$ cat config.mk
export PLATFORM = sky130hd
export DESIGN_NAME = palette_channel_fade_engine_top_flat
export DESIGN_NICKNAME = d
export VERILOG_FILES = /design/src/hdl/pcfe_pkg.sv /design/src/hdl/pcfe_if.sv /design/src/hdl/pcfe_cell.sv /design/src/hdl/pcfe_update.sv /design/src/hdl/palette_channel_fade_engine_top.sv /design/src/flat_wrapper.sv
export SDC_FILE = /design/constraint.sdc
export NUM_CORES = 2
export LEC_CHECK = 0
export BUFFER_PORTS_ARGS = -buffer_cell sky130_fd_sc_hd__buf_2
export CAP_MARGIN = 15
export CORE_MARGIN = 3
export CORE_UTILIZATION = 56
export CTS_CLUSTER_DIAMETER = 200
export CTS_CLUSTER_SIZE = 20
export DETAILED_ROUTE_END_ITERATION = 10
export PLACE_DENSITY = 0.75
export SLEW_MARGIN = 25
export SYNTH_ARGS = -nofsm -noshare
export SYNTH_HDL_FRONTEND = slang
export SYNTH_SLANG_ARGS = --single-unit
$ cat constraint.sdc
create_clock -name clock -period 38.9 [get_ports clock]
set_input_delay 5.835 -clock clock [delete_from_list [all_inputs] [get_ports clock]]
set_output_delay 5.835 -clock clock [all_outputs]
set_load 0.02 [all_outputs]
$ cat src/hdl/pcfe_pkg.sv
// Shared types, constants and codes for the palette channel fade engine.
package pcfe_pkg;

   localparam int ENTRIES = 64;
   localparam int POS_W   = (ENTRIES > 1) ? $clog2(ENTRIES) : 1;
   localparam int IDX_W   = 6;
   localparam int CMP_W   = 9;
   localparam int CH_W    = 8;
   localparam int NUM_CH  = 3;

   localparam logic [CH_W-1:0] TOP_LEVEL   = 8'd224;
   localparam logic [CH_W-1:0] FADE_STEP   = 8'd32;
   localparam logic [3:0]      PHASE_TICKS = 4'd8;
   localparam logic [1:0]      PHASES      = 2'd3;

   localparam logic [2:0] OP_WRITE    = 3'd0;
   localparam logic [2:0] OP_READ     = 3'd1;
   localparam logic [2:0] OP_FADE_IN  = 3'd2;
   localparam logic [2:0] OP_FADE_OUT = 3'd3;
   localparam logic [2:0] OP_TICK     = 3'd4;

   localparam logic [1:0] MODE_IDLE     = 2'd0;
   localparam logic [1:0] MODE_FADE_IN  = 2'd1;
   localparam logic [1:0] MODE_FADE_OUT = 2'd2;

   // element 0 red, 1 green, 2 blue
   typedef logic [NUM_CH-1:0][CH_W-1:0] rgb_type;

   typedef struct packed {
      rgb_type cur;
      rgb_type sav;
   } entry_type;

   typedef enum logic [2:0] {
      SWEEP_WRITE,
      SWEEP_READ,
      SWEEP_SAVE,
      SWEEP_FADE_IN,
      SWEEP_FADE_OUT
   } sweep_kind_type;

   typedef struct packed {
      sweep_kind_type    kind;
      logic [1:0]        channel;
      logic [CH_W-1:0]   mask;
      logic [IDX_W-1:0]  index;
      rgb_type           wdata;
   } sweep_cmd_type;

   typedef struct packed {
      logic    hit;
      rgb_type data;
   } read_tap_type;

   typedef enum logic {
      ST_IDLE,
      ST_SWEEP
   } state_type;

endpackage

$ cat src/hdl/pcfe_if.sv
// Request and response channel interfaces of the palette channel fade engine.
interface pcfe_req_if;
   logic       valid;
   logic       ready;
   logic [2:0] op;
   logic [5:0] entry_index;
   logic [7:0] red_in;
   logic [7:0] green_in;
   logic [7:0] blue_in;

   modport source (output valid, op, entry_index, red_in, green_in, blue_in, input ready);
   modport sink (input valid, op, entry_index, red_in, green_in, blue_in, output ready);
endinterface

interface pcfe_rsp_if;
   logic       valid;
   logic       ready;
   logic [7:0] red_out;
   logic [7:0] green_out;
   logic [7:0] blue_out;
   logic [1:0] fade_mode;

   modport source (output valid, red_out, green_out, blue_out, fade_mode, input ready);
   modport sink (input valid, red_out, green_out, blue_out, fade_mode, output ready);
endinterface

$ cat src/hdl/pcfe_cell.sv
// One palette cell: holds an entry and its saved copy, shifts them on.
module pcfe_cell (
   input  logic               clock,
   input  logic               reset,
   input  logic               shift,
   input  pcfe_pkg::entry_type d,
   output pcfe_pkg::entry_type q
);
   import pcfe_pkg::*;

   rgb_type cur_ff;
   rgb_type sav_ff;

   always_ff @(posedge clock) begin
      if (reset) begin
         cur_ff <= '0;
      end else if (shift) begin
         cur_ff <= d.cur;
      end
   end

   always_ff @(posedge clock) begin
      if (shift) begin
         sav_ff <= d.sav;
      end
   end

   assign q.cur = cur_ff;
   assign q.sav = sav_ff;

endmodule

$ cat src/hdl/pcfe_update.sv
// Head-of-ring update: applies the running sweep to the entry passing by.
module pcfe_update (
   input  pcfe_pkg::sweep_cmd_type      cmd,
   input  logic [pcfe_pkg::POS_W-1:0]   step,
   input  pcfe_pkg::entry_type          d,
   output pcfe_pkg::entry_type          q,
   output pcfe_pkg::read_tap_type       tap
);
   import pcfe_pkg::*;

   logic hit;

   assign hit = (CMP_W'(cmd.index) == CMP_W'(step));

   always_comb begin
      q        = d;
      tap.hit  = 1'b0;
      tap.data = d.cur;
      unique case (cmd.kind)
         SWEEP_WRITE: begin
            if (hit) begin
               q.cur = cmd.wdata;
            end
         end
         SWEEP_READ: begin
            tap.hit = hit;
         end
         SWEEP_SAVE: begin
            q.sav = d.cur;
            q.cur = {NUM_CH{TOP_LEVEL}};
         end
         SWEEP_FADE_IN: begin
            for (int c = 0; c < NUM_CH; c++) begin
               if (2'(c) == cmd.channel) begin
                  q.cur[c] = (d.sav[c] < cmd.mask) ? cmd.mask : d.sav[c];
               end
            end
         end
         SWEEP_FADE_OUT: begin
            for (int c = 0; c < NUM_CH; c++) begin
               if (2'(c) == cmd.channel && d.cur[c] < TOP_LEVEL) begin
                  q.cur[c] = d.cur[c] + FADE_STEP;
               end
            end
         end
         default: begin
            q = d;
         end
      endcase
   end

endmodule

$ cat src/hdl/palette_channel_fade_engine_top.sv
// Palette channel fade engine: a ring of palette cells swept through one update stage.
// Writes, reads, fade-in start and fading ticks rotate the whole ring once through the one
// update stage at the ring head; the response is registered after the last step of the sweep.
// Fade-out start, idle, phase-step and fade-end ticks and unused codes respond next cycle.
// One request at a time; the next is taken once the ring is at rest and the response slot frees.
// Sync reset: palette, phase cleared; mode idle; tick count, mask preset; saved copy unset.
module palette_channel_fade_engine_top (
   input  logic clock,
   input  logic reset,
   pcfe_req_if.sink   req_chan,
   pcfe_rsp_if.source rsp_chan
);
   import pcfe_pkg::*;

   state_type       state_ff, state_in;
   logic [POS_W-1:0] step_ff, step_in;
   sweep_cmd_type   cmd_ff, cmd_in;
   logic [1:0]      mode_ff, mode_in;
   logic [1:0]      phase_ff, phase_in;
   logic [3:0]      tick_ff, tick_in;
   logic [CH_W-1:0] mask_ff, mask_in;
   logic            rsp_valid_ff, rsp_valid_in;
   rgb_type         rsp_rgb_ff, rsp_rgb_in;

   logic            accept;
   logic            need_sweep;
   logic            shift;
   logic            last_step;
   logic            ready;

   entry_type       ring [ENTRIES];
   entry_type       head_out;
   read_tap_type    tap;

   // ring of cells, cell k takes from cell k+1, the last takes the updated head
   for (genvar k = 0; k < ENTRIES; k++) begin : g_cell
      entry_type d_k;
      if (k == ENTRIES - 1) begin : g_last
         assign d_k = head_out;
      end else begin : g_mid
         assign d_k = ring[k+1];
      end
      pcfe_cell u_cell (
         .clock (clock),
         .reset (reset),
         .shift (shift),
         .d     (d_k),
         .q     (ring[k])
      );
   end

   pcfe_update u_update (
      .cmd  (cmd_ff),
      .step (step_ff),
      .d    (ring[0]),
      .q    (head_out),
      .tap  (tap)
   );

   assign last_step = (step_ff == POS_W'(ENTRIES - 1));
   assign accept    = req_chan.valid && ready;

   // request decode and fade state
   always_comb begin
      mode_in        = mode_ff;
      phase_in       = phase_ff;
      tick_in        = tick_ff;
      mask_in        = mask_ff;
      cmd_in         = cmd_ff;
      need_sweep     = 1'b0;
      cmd_in.index   = req_chan.entry_index;
      cmd_in.wdata   = {req_chan.blue_in, req_chan.green_in, req_chan.red_in};
      cmd_in.channel = phase_ff;
      cmd_in.mask    = mask_ff;
      unique case (req_chan.op)
         OP_WRITE: begin
            need_sweep  = 1'b1;
            cmd_in.kind = SWEEP_WRITE;
         end
         OP_READ: begin
            need_sweep  = 1'b1;
            cmd_in.kind = SWEEP_READ;
         end
         OP_FADE_IN: begin
            need_sweep  = 1'b1;
            cmd_in.kind = SWEEP_SAVE;
            mode_in     = MODE_FADE_IN;
            tick_in     = PHASE_TICKS;
            phase_in    = 2'd0;
            mask_in     = TOP_LEVEL;
         end
         OP_FADE_OUT: begin
            mode_in  = MODE_FADE_OUT;
            tick_in  = PHASE_TICKS;
            phase_in = 2'd0;
         end
         OP_TICK: begin
            if (mode_ff == MODE_FADE_IN || mode_ff == MODE_FADE_OUT) begin
               priority if (phase_ff >= PHASES) begin
                  mode_in = MODE_IDLE;
               end else if (tick_ff != 4'd0) begin
                  tick_in    = tick_ff - 4'd1;
                  need_sweep = 1'b1;
                  if (mode_ff == MODE_FADE_IN) begin
                     cmd_in.kind = SWEEP_FADE_IN;
                     mask_in     = mask_ff - FADE_STEP;
                  end else begin
                     cmd_in.kind = SWEEP_FADE_OUT;
                  end
               end else begin
                  tick_in  = PHASE_TICKS;
                  phase_in = phase_ff + 2'd1;
                  if (mode_ff == MODE_FADE_IN) begin
                     mask_in = TOP_LEVEL;
                  end
               end
            end
         end
         default: begin
            need_sweep = 1'b0;
         end
      endcase
   end

   // next state
   always_comb begin
      state_in = state_ff;
      unique case (state_ff)
         ST_IDLE: begin
            if (accept && need_sweep) begin
               state_in = ST_SWEEP;
            end
         end
         ST_SWEEP: begin
            if (last_step) begin
               state_in = ST_IDLE;
            end
         end
         default: begin
            state_in = ST_IDLE;
         end
      endcase
   end

   // state outputs
   always_comb begin
      ready = 1'b0;
      shift = 1'b0;
      unique case (state_ff)
         ST_IDLE: begin
            ready = !rsp_valid_ff || rsp_chan.ready;
         end
         ST_SWEEP: begin
            shift = 1'b1;
         end
         default: begin
            ready = 1'b0;
         end
      endcase
   end

   always_comb begin
      step_in = step_ff;
      if (shift) begin
         step_in = last_step ? '0 : step_ff + POS_W'(1);
      end
   end

   always_comb begin
      rsp_rgb_in = rsp_rgb_ff;
      if (accept) begin
         rsp_rgb_in = '0;
      end else if (shift && tap.hit) begin
         rsp_rgb_in = tap.data;
      end
   end

   always_comb begin
      priority if (accept && !need_sweep) begin
         rsp_valid_in = 1'b1;
      end else if (shift && last_step) begin
         rsp_valid_in = 1'b1;
      end else if (rsp_chan.ready) begin
         rsp_valid_in = 1'b0;
      end else begin
         rsp_valid_in = rsp_valid_ff;
      end
   end

   always_ff @(posedge clock) begin
      if (reset) begin
         state_ff     <= ST_IDLE;
         step_ff      <= '0;
         mode_ff      <= MODE_IDLE;
         phase_ff     <= 2'd0;
         tick_ff      <= PHASE_TICKS;
         mask_ff      <= TOP_LEVEL;
         rsp_valid_ff <= 1'b0;
      end else begin
         state_ff     <= state_in;
         step_ff      <= step_in;
         rsp_valid_ff <= rsp_valid_in;
         if (accept) begin
            mode_ff  <= mode_in;
            phase_ff <= phase_in;
            tick_ff  <= tick_in;
            mask_ff  <= mask_in;
         end
      end
   end

   always_ff @(posedge clock) begin
      rsp_rgb_ff <= rsp_rgb_in;
      if (accept) begin
         cmd_ff <= cmd_in;
      end
   end

   assign req_chan.ready     = ready;
   assign rsp_chan.valid     = rsp_valid_ff;
   assign rsp_chan.red_out   = rsp_rgb_ff[0];
   assign rsp_chan.green_out = rsp_rgb_ff[1];
   assign rsp_chan.blue_out  = rsp_rgb_ff[2];
   assign rsp_chan.fade_mode = mode_ff;

endmodule
$ cat src/flat_wrapper.sv
// flat-port wrapper written by rule: the top's interface ports become plain ports
module palette_channel_fade_engine_top_flat import pcfe_pkg::*;
  (clock, reset, req_chan_valid, req_chan_op, req_chan_entry_index, req_chan_red_in, req_chan_green_in, req_chan_blue_in, req_chan_ready, rsp_chan_valid, rsp_chan_red_out, rsp_chan_green_out, rsp_chan_blue_out, rsp_chan_fade_mode, rsp_chan_ready);
  pcfe_req_if req_chan_i ();
  pcfe_rsp_if rsp_chan_i ();
  input  logic clock;
  input  logic reset;
  input wire logic [$bits(req_chan_i.valid)-1:0] req_chan_valid;
  input wire logic [$bits(req_chan_i.op)-1:0] req_chan_op;
  input wire logic [$bits(req_chan_i.entry_index)-1:0] req_chan_entry_index;
  input wire logic [$bits(req_chan_i.red_in)-1:0] req_chan_red_in;
  input wire logic [$bits(req_chan_i.green_in)-1:0] req_chan_green_in;
  input wire logic [$bits(req_chan_i.blue_in)-1:0] req_chan_blue_in;
  output wire logic [$bits(req_chan_i.ready)-1:0] req_chan_ready;
  output wire logic [$bits(rsp_chan_i.valid)-1:0] rsp_chan_valid;
  output wire logic [$bits(rsp_chan_i.red_out)-1:0] rsp_chan_red_out;
  output wire logic [$bits(rsp_chan_i.green_out)-1:0] rsp_chan_green_out;
  output wire logic [$bits(rsp_chan_i.blue_out)-1:0] rsp_chan_blue_out;
  output wire logic [$bits(rsp_chan_i.fade_mode)-1:0] rsp_chan_fade_mode;
  input wire logic [$bits(rsp_chan_i.ready)-1:0] rsp_chan_ready;
  assign req_chan_i.valid = req_chan_valid;
  assign req_chan_i.op = req_chan_op;
  assign req_chan_i.entry_index = req_chan_entry_index;
  assign req_chan_i.red_in = req_chan_red_in;
  assign req_chan_i.green_in = req_chan_green_in;
  assign req_chan_i.blue_in = req_chan_blue_in;
  assign req_chan_ready = req_chan_i.ready;
  assign rsp_chan_valid = rsp_chan_i.valid;
  assign rsp_chan_red_out = rsp_chan_i.red_out;
  assign rsp_chan_green_out = rsp_chan_i.green_out;
  assign rsp_chan_blue_out = rsp_chan_i.blue_out;
  assign rsp_chan_fade_mode = rsp_chan_i.fade_mode;
  assign rsp_chan_i.ready = rsp_chan_ready;
  palette_channel_fade_engine_top u_core (.clock(clock), .reset(reset), .req_chan(req_chan_i), .rsp_chan(rsp_chan_i));
endmodule
# Word level (Yosys, flattened, before mapping)
# Index checks and enable logic that the tools add are counted.
# word_totals
register_bits,3163
inputBits,37
out_inout_bits,28
elab_cells,512
# op_classes
mux,48
n_bitwise,1
add_sub_neg,7
n_lt_le_gt_ge,7
eq_ne,20
reduce_logical,28
# ops
cell,n
8-bit 2-to-1 mux,14
24-bit one-hot mux with 4 select lines,1
24-bit 2-to-1 mux,2
8-bit by 6-bit adder with 8-bit output (second input constant),3
8-bit < comparator,3
8-bit < comparator (second input constant),3
8-bit one-hot mux with 2 select lines,1
5-bit AND reduction,3
3-bit by 2-bit equality test with 1-bit output (second input constant),4
3-bit 2-to-1 mux,4
4-bit 2-to-1 mux,3
3-bit one-hot mux with 4 select lines,1
1-bit 2-to-1 mux,11
2-bit 2-to-1 mux,5
1-bit logical AND,8
2-bit by 1-bit inequality test with 1-bit output (second input constant),4
4-bit one-hot mux with 2 select lines,1
4-bit AND reduction,2
4-bit nonzero test,2
8-bit by 6-bit subtractor with 8-bit output (second input constant),1
6-bit by 1-bit adder with 6-bit output (second input constant),1
3-bit by 1-bit equality test with 1-bit output (second input constant),2
3-bit equality test (second input constant),2
6-bit equality test,1
22 further kinds,29

# Longest topological paths before layout
# depth
depth_word,8
mapped_depth,8
depth_no_buf,7

# Hierarchy
# Synthesis repeated with hierarchy kept, for this count alone.
# hier_totals
cells_unflattened,7138
hier_area_um2,107550.6
# modules_own_cells
module,cells_per_inst,seq_area_each_um2,area_per_inst_um2,n_inst
pcfe_cell,101,1201.2,1590.3,64
palette_channel_fade_engine_top,285,2001.9,3099.2,1
pcfe_update,389,0.0,2673.8,1

# Least setup slack after synthesis
# No wires, ideal clock.
# synth_path
path_kind,reg-to-output
from,reg u_core.state_ff
to,out req_chan_ready
stages_incl_launch_ff,6
t_required_ns,33.065
setup_slack_ns,-2.878
n_path_buf,4
t_arrival_ns,35.943
cell_sequence,dfxtp_1 -> clkbuf_1 -> buf_2 -> clkbuf_1 -> clkbuf_1 -> nor2_1
# synth_between
elab_chain_cells,1
# synth_rtl
element,line_no,text
start: declaration,palette_channel_fade_engine_top.sv:15,"state_type state_ff, state_in;"
start signal: assignment,palette_channel_fade_engine_top.sv:200,state_ff <= state_in;
1-bit 2-to-1 mux,palette_channel_fade_engine_top.sv:149,unique case (state_ff)
end: declaration,flat_wrapper.sv:14,output wire logic [$bits(req_chan_i.ready)-1:0] req_chan_ready;
# Every way passes these cells.

# Worst setup path after layout
# layout_path
from,in rsp_chan_ready
to,out req_chan_ready
# layout_between
elab_chain_cells,2
# layout_rtl
element,line_no,text
start: declaration,flat_wrapper.sv:20,input wire logic [$bits(rsp_chan_i.ready)-1:0] rsp_chan_ready;
1-bit logical OR,palette_channel_fade_engine_top.sv:151,ready = !rsp_valid_ff || rsp_chan.ready;
1-bit 2-to-1 mux,palette_channel_fade_engine_top.sv:149,
# Every way passes these cells.

==> results.txt <==
----------------------------------------------------
[STA]
  Min cycle time layout ... 12.17 ns
  Finish-stage setup viols ... 0
  Slew @ Worst Pin ... 1.209 ns
  Final number of hold-violating endpoints ... 0
  Setup TNS Final ... 0 ns
  Ratio of final minimum period to clock period ... 0.3129
  Final worst clock skew ... 0.04340 ns
  Number of pins exceeding their max-slew limit in the final report ... 0
  Highest clock rate ... 82.16 MHz
  Unrepaired setup endpoints after global routing ... no
  Max-slew headroom at the worst pin ... 0.1939

[Power and ir drop]
  Power Internal ... 0.004477 W
  Power per Cell Area ... 50.36 mW/mm²
  Switching part of the total ... 0.2030
  Seq pwr share ... 0.641
  Combinational cell fraction of total power ... 0.033
  Part of the total power dissipated in the clock network ... 0.326
  Highest ir drop seen on vdd ... 48.16 µV
  Static Leakage ... 37.40 nW
  Sw power ... 0.001141 W
  Final Power ... 0.005618 W

[Clock tree]
  Buffer cell driving the clock tree root ... clkbuf_16
  TritonCTS clock tree ... done
  Hold Buf Count CTS ... 0
  Count of buffers added by post-CTS timing repair for setup ... 0
  Skew-Pair Late Insertion Delay ... 0.82 ns
  Number of clock sinks seen by CTS ... 3,153
  # resized after CTS ... 0
  Clk pin slew, worst setup/hold paths ... 0.08 ns
  H-tree levels ... 4
  Largest buffer count on any clock path ... 3
  Total CTS buffers ... 175

[Placement]
  Routability congestion estimate ... 0.8078
  Count of buffers from port buffering ... 64
  DP HPWL ... 81,580 µm

[Layout]
  Layout overhead on the synthesized area ... 7.098%
  Fraction of layout cells with a size suffix above 1 ... 0.05680
  Filler instances ... 13,457
  Nets ... 6,912

[Outcome]
  Outcome ... complete, no violations

[Worst setup path]
  Critical path launch point type ... primary input
  Start point of the critical path ... rsp_chan_ready
  Capture point of the critical path ... req_chan_ready
  Endpoint class of the critical path ... primary output
  Worst setup slack for register-to-register paths ... 32.76 ns
  Crit path DAT ... 6.34 ns
  CP cell instances ... buf_2 -> nor2b_1 -> nor2_1 -> buf_2
  Critical path's slowest cell ... buf_2
  Classification of the worst setup path ... primary input to primary output
  Capturing point of the worst reg2reg path ... u_core.g_cell[27].u_cell.q[33]
  Delay of the slowest cell on the worst path ... 0.19 ns
  Max Fanout on Critical Path ... 2
  Critical Path Most Common Cell ... buf_2
  Worst r2r src ... u_core.state_ff
  Count of cells along the worst register-to-register path ... 8
  Crit path required time ... 33.07 ns

[Routing]
  Average routed wire per standard cell ... 15.80 µm
  Detailed Routing Iterations Pass 1 ... 7
  Detail-routed via count per cell ... 5.162
  DRC violation count after routing ... 0
  Iteration-0 DRC Markers ... 3,360
  Sum of routed wire length over all layers ... 148,600 µm
  Via count ... 48,546
  Post-route ant nets ... 0

[Yosys]
  Synth Flop Type ... dfxtp_1
  Ranking of synthesized cells by area ... edfxtp_1, dfxtp_1, mux2i_1, nor2_1, buf_2
  Post-synth EDFFs ... 1,574
  Ys async rst share ... 0
  List of most frequent post-synthesis cells ... nor2_1, dfxtp_1, edfxtp_1
  Share of the synthesized area in the top cell type ... 0.4538
  Register bit count reported by yosys ... 3,153
  Part of the Yosys area used for sequential elements ... 0.7573
  Number of nets in the synthesized netlist ... 6,980
  Cell count after synthesis ... 6,925
  Most frequently used cell type in the post-synthesis netlist ... nor2_1
  Syn avg cell area ... 15.04 µm²
  Post-synthesis cell area ... 0.1042 mm²
  Syn. warnings ... 0
  Number of distinct library cells after synthesis ... 56
  Yosys top cell by area ... edfxtp_1

[Global route]
  Maximum number of pins on one net before global-route repair ... 266
  Total GRT Usage ... 0.1541
  Via count of the first global-routing pass ... 45,709
  Residual overflow from global routing ... 0
  Global-route wire length before repair ... 243,200 µm
  Number of antenna violations at the first check in global routing ... 9

[Hold path]
  Instance count along the most critical hold path ... 0
  Worst min path class ... flop to flop

[Floorplan]
  Row Count ... 157
  Floorplan die area ... 0.1912 mm²
  Chip height ... 437.3 µm
  Effective utilization at floorplan ... 0.5659
  Area inside the core boundary ... 0.1841 mm²
  Die span in x ... 437.3 µm
  IO Pins ... 65

[Job]
  Max_cap viols ... 0

----------------------------------------------------
[metrics by stage]
stage / area, µm² / util / hold WS (ns) / cells / setup WS, ns
6_report: 111500 / 0.6060 / 0.3929 / 9404 / 26.73
3_3_place_gp: 106400 / 0.5783 / 0.4014 / 9138 / 26.67
4_1_cts: 111300 / 0.6048 / 0.3837 / 9395 / 26.73
5_1_grt: 111500 / 0.6060 / 0.4041 / 9402 / 26.68
3_5_place_dp: 106400 / 0.5783 / 0.4045 / 9138 / 26.73
2_1_floorplan: 104200 / - / 0.4003 / 6925 / 13.37
[flip-flops by register name (all words and copies together) (netlist names)]
name                       cells
u_core.rsp_chan.valid          1
u_core.rsp_chan.green_out      8
u_core.rsp_chan.red_out        8
u_core.g_cell.u_cell.q      3072
u_core.rsp_chan.fade_mode      2
u_core.cmd_ff                 38
u_core.state_ff                1
u_core.mask_ff                 3
u_core.step_ff                 6
u_core.tick_ff                 4
u_core.phase_ff                2
u_core.rsp_chan.blue_out       8
[cell usage in the layout (no fill, tap or decap), drive strengths merged, types with 8 or more instances in the layout]
| cell | instances |
|---|---|
| nor2 | 1591 |
| dfxtp | 1579 |
| edfxtp | 1574 |
| mux2i | 1539 |
| clkbuf | 246 |
| buf | 119 |
| nand2 | 38 |
| mux2 | 34 |
| a211oi | 25 |
| a221oi | 24 |
| inv | 19 |
| ha | 18 |
| a21oi | 16 |
| o21ai | 13 |
| xor2 | 9 |
| nor3 | 8 |
| o31ai | 8 |
[area by class of cell]
type                    instances  area, µm²  share of cell area
diodes                          3      7.507          0.00006730
clock buffers                 246       4710             0.04222
clock inverters                11      165.2            0.001481
inverters                      12      45.04           0.0004038
multi-input cells            3396      23640              0.2120
flip-flops and latches       3153      78880              0.7071
well taps                    2464       3083             0.02764
repair buffers                119       1016            0.009108
[cells by family after synthesis]
logic type      count (synthesis)  share of synthesized area
simple gates                 1692                    0.06289
buf+inv                       376                    0.01577
xor+xnor                       10                  0.0009851
compound gates                103                   0.009322
mux                          1573                     0.1516
flops                        3153                     0.7573
fa+ha+maj                      18                   0.002162
[critical path: cells and delay by family]
family,cells,cell delay [ns]
buffers and inverters,2,0.29
and+or+nand+nor,2,0.20
[per-layer routing]
layer / vias up / share of wire / GRT usage / routed length (µm)
met1: 23661 / 0.49 / 0.2267 / 72070
met2: 571 / 0.45 / 0.2328 / 66380
met5: - / 0 / 0 / 0
li1: 24082 / - / - / -
met4: 0 / 0.036 / 0.05829 / 5355
met3: 232 / 0.032 / 0.02428 / 4773
[how the worst min path moves through the flow]
stage / startpoint / end / slack [ns]
2_1_floorplan: u_core.g_cell[1].u_cell.q[0] / u_core.g_cell[0].u_cell.q[0] / 0.40
3_3_place_gp: u_core.g_cell[48].u_cell.q[17] / u_core.g_cell[47].u_cell.q[17] / 0.40
3_5_place_dp: u_core.g_cell[12].u_cell.q[14] / u_core.g_cell[11].u_cell.q[14] / 0.40
4_1_cts: u_core.g_cell[56].u_cell.q[4] / u_core.g_cell[55].u_cell.q[4] / 0.38
5_1_grt: u_core.g_cell[14].u_cell.q[1] / u_core.g_cell[13].u_cell.q[1] / 0.40
6_report: u_core.g_cell[56].u_cell.q[4] / u_core.g_cell[55].u_cell.q[4] / 0.39
[power by group through the flow]
stage | combinational [W] | clock (W) | sequential (W)
2_1_floorplan | 0.000126 | 0 | 0.00377
3_3_place_gp | 0.000185 | 0 | 0.00367
3_5_place_dp | 0.000189 | 0 | 0.00368
4_1_cts | 0.000188 | 0.00191 | 0.00360
5_1_grt | 0.000203 | 0.00201 | 0.00361
6_report | 0.000187 | 0.00183 | 0.00360
Note: power is estimated with default switching activity, not from simulation.
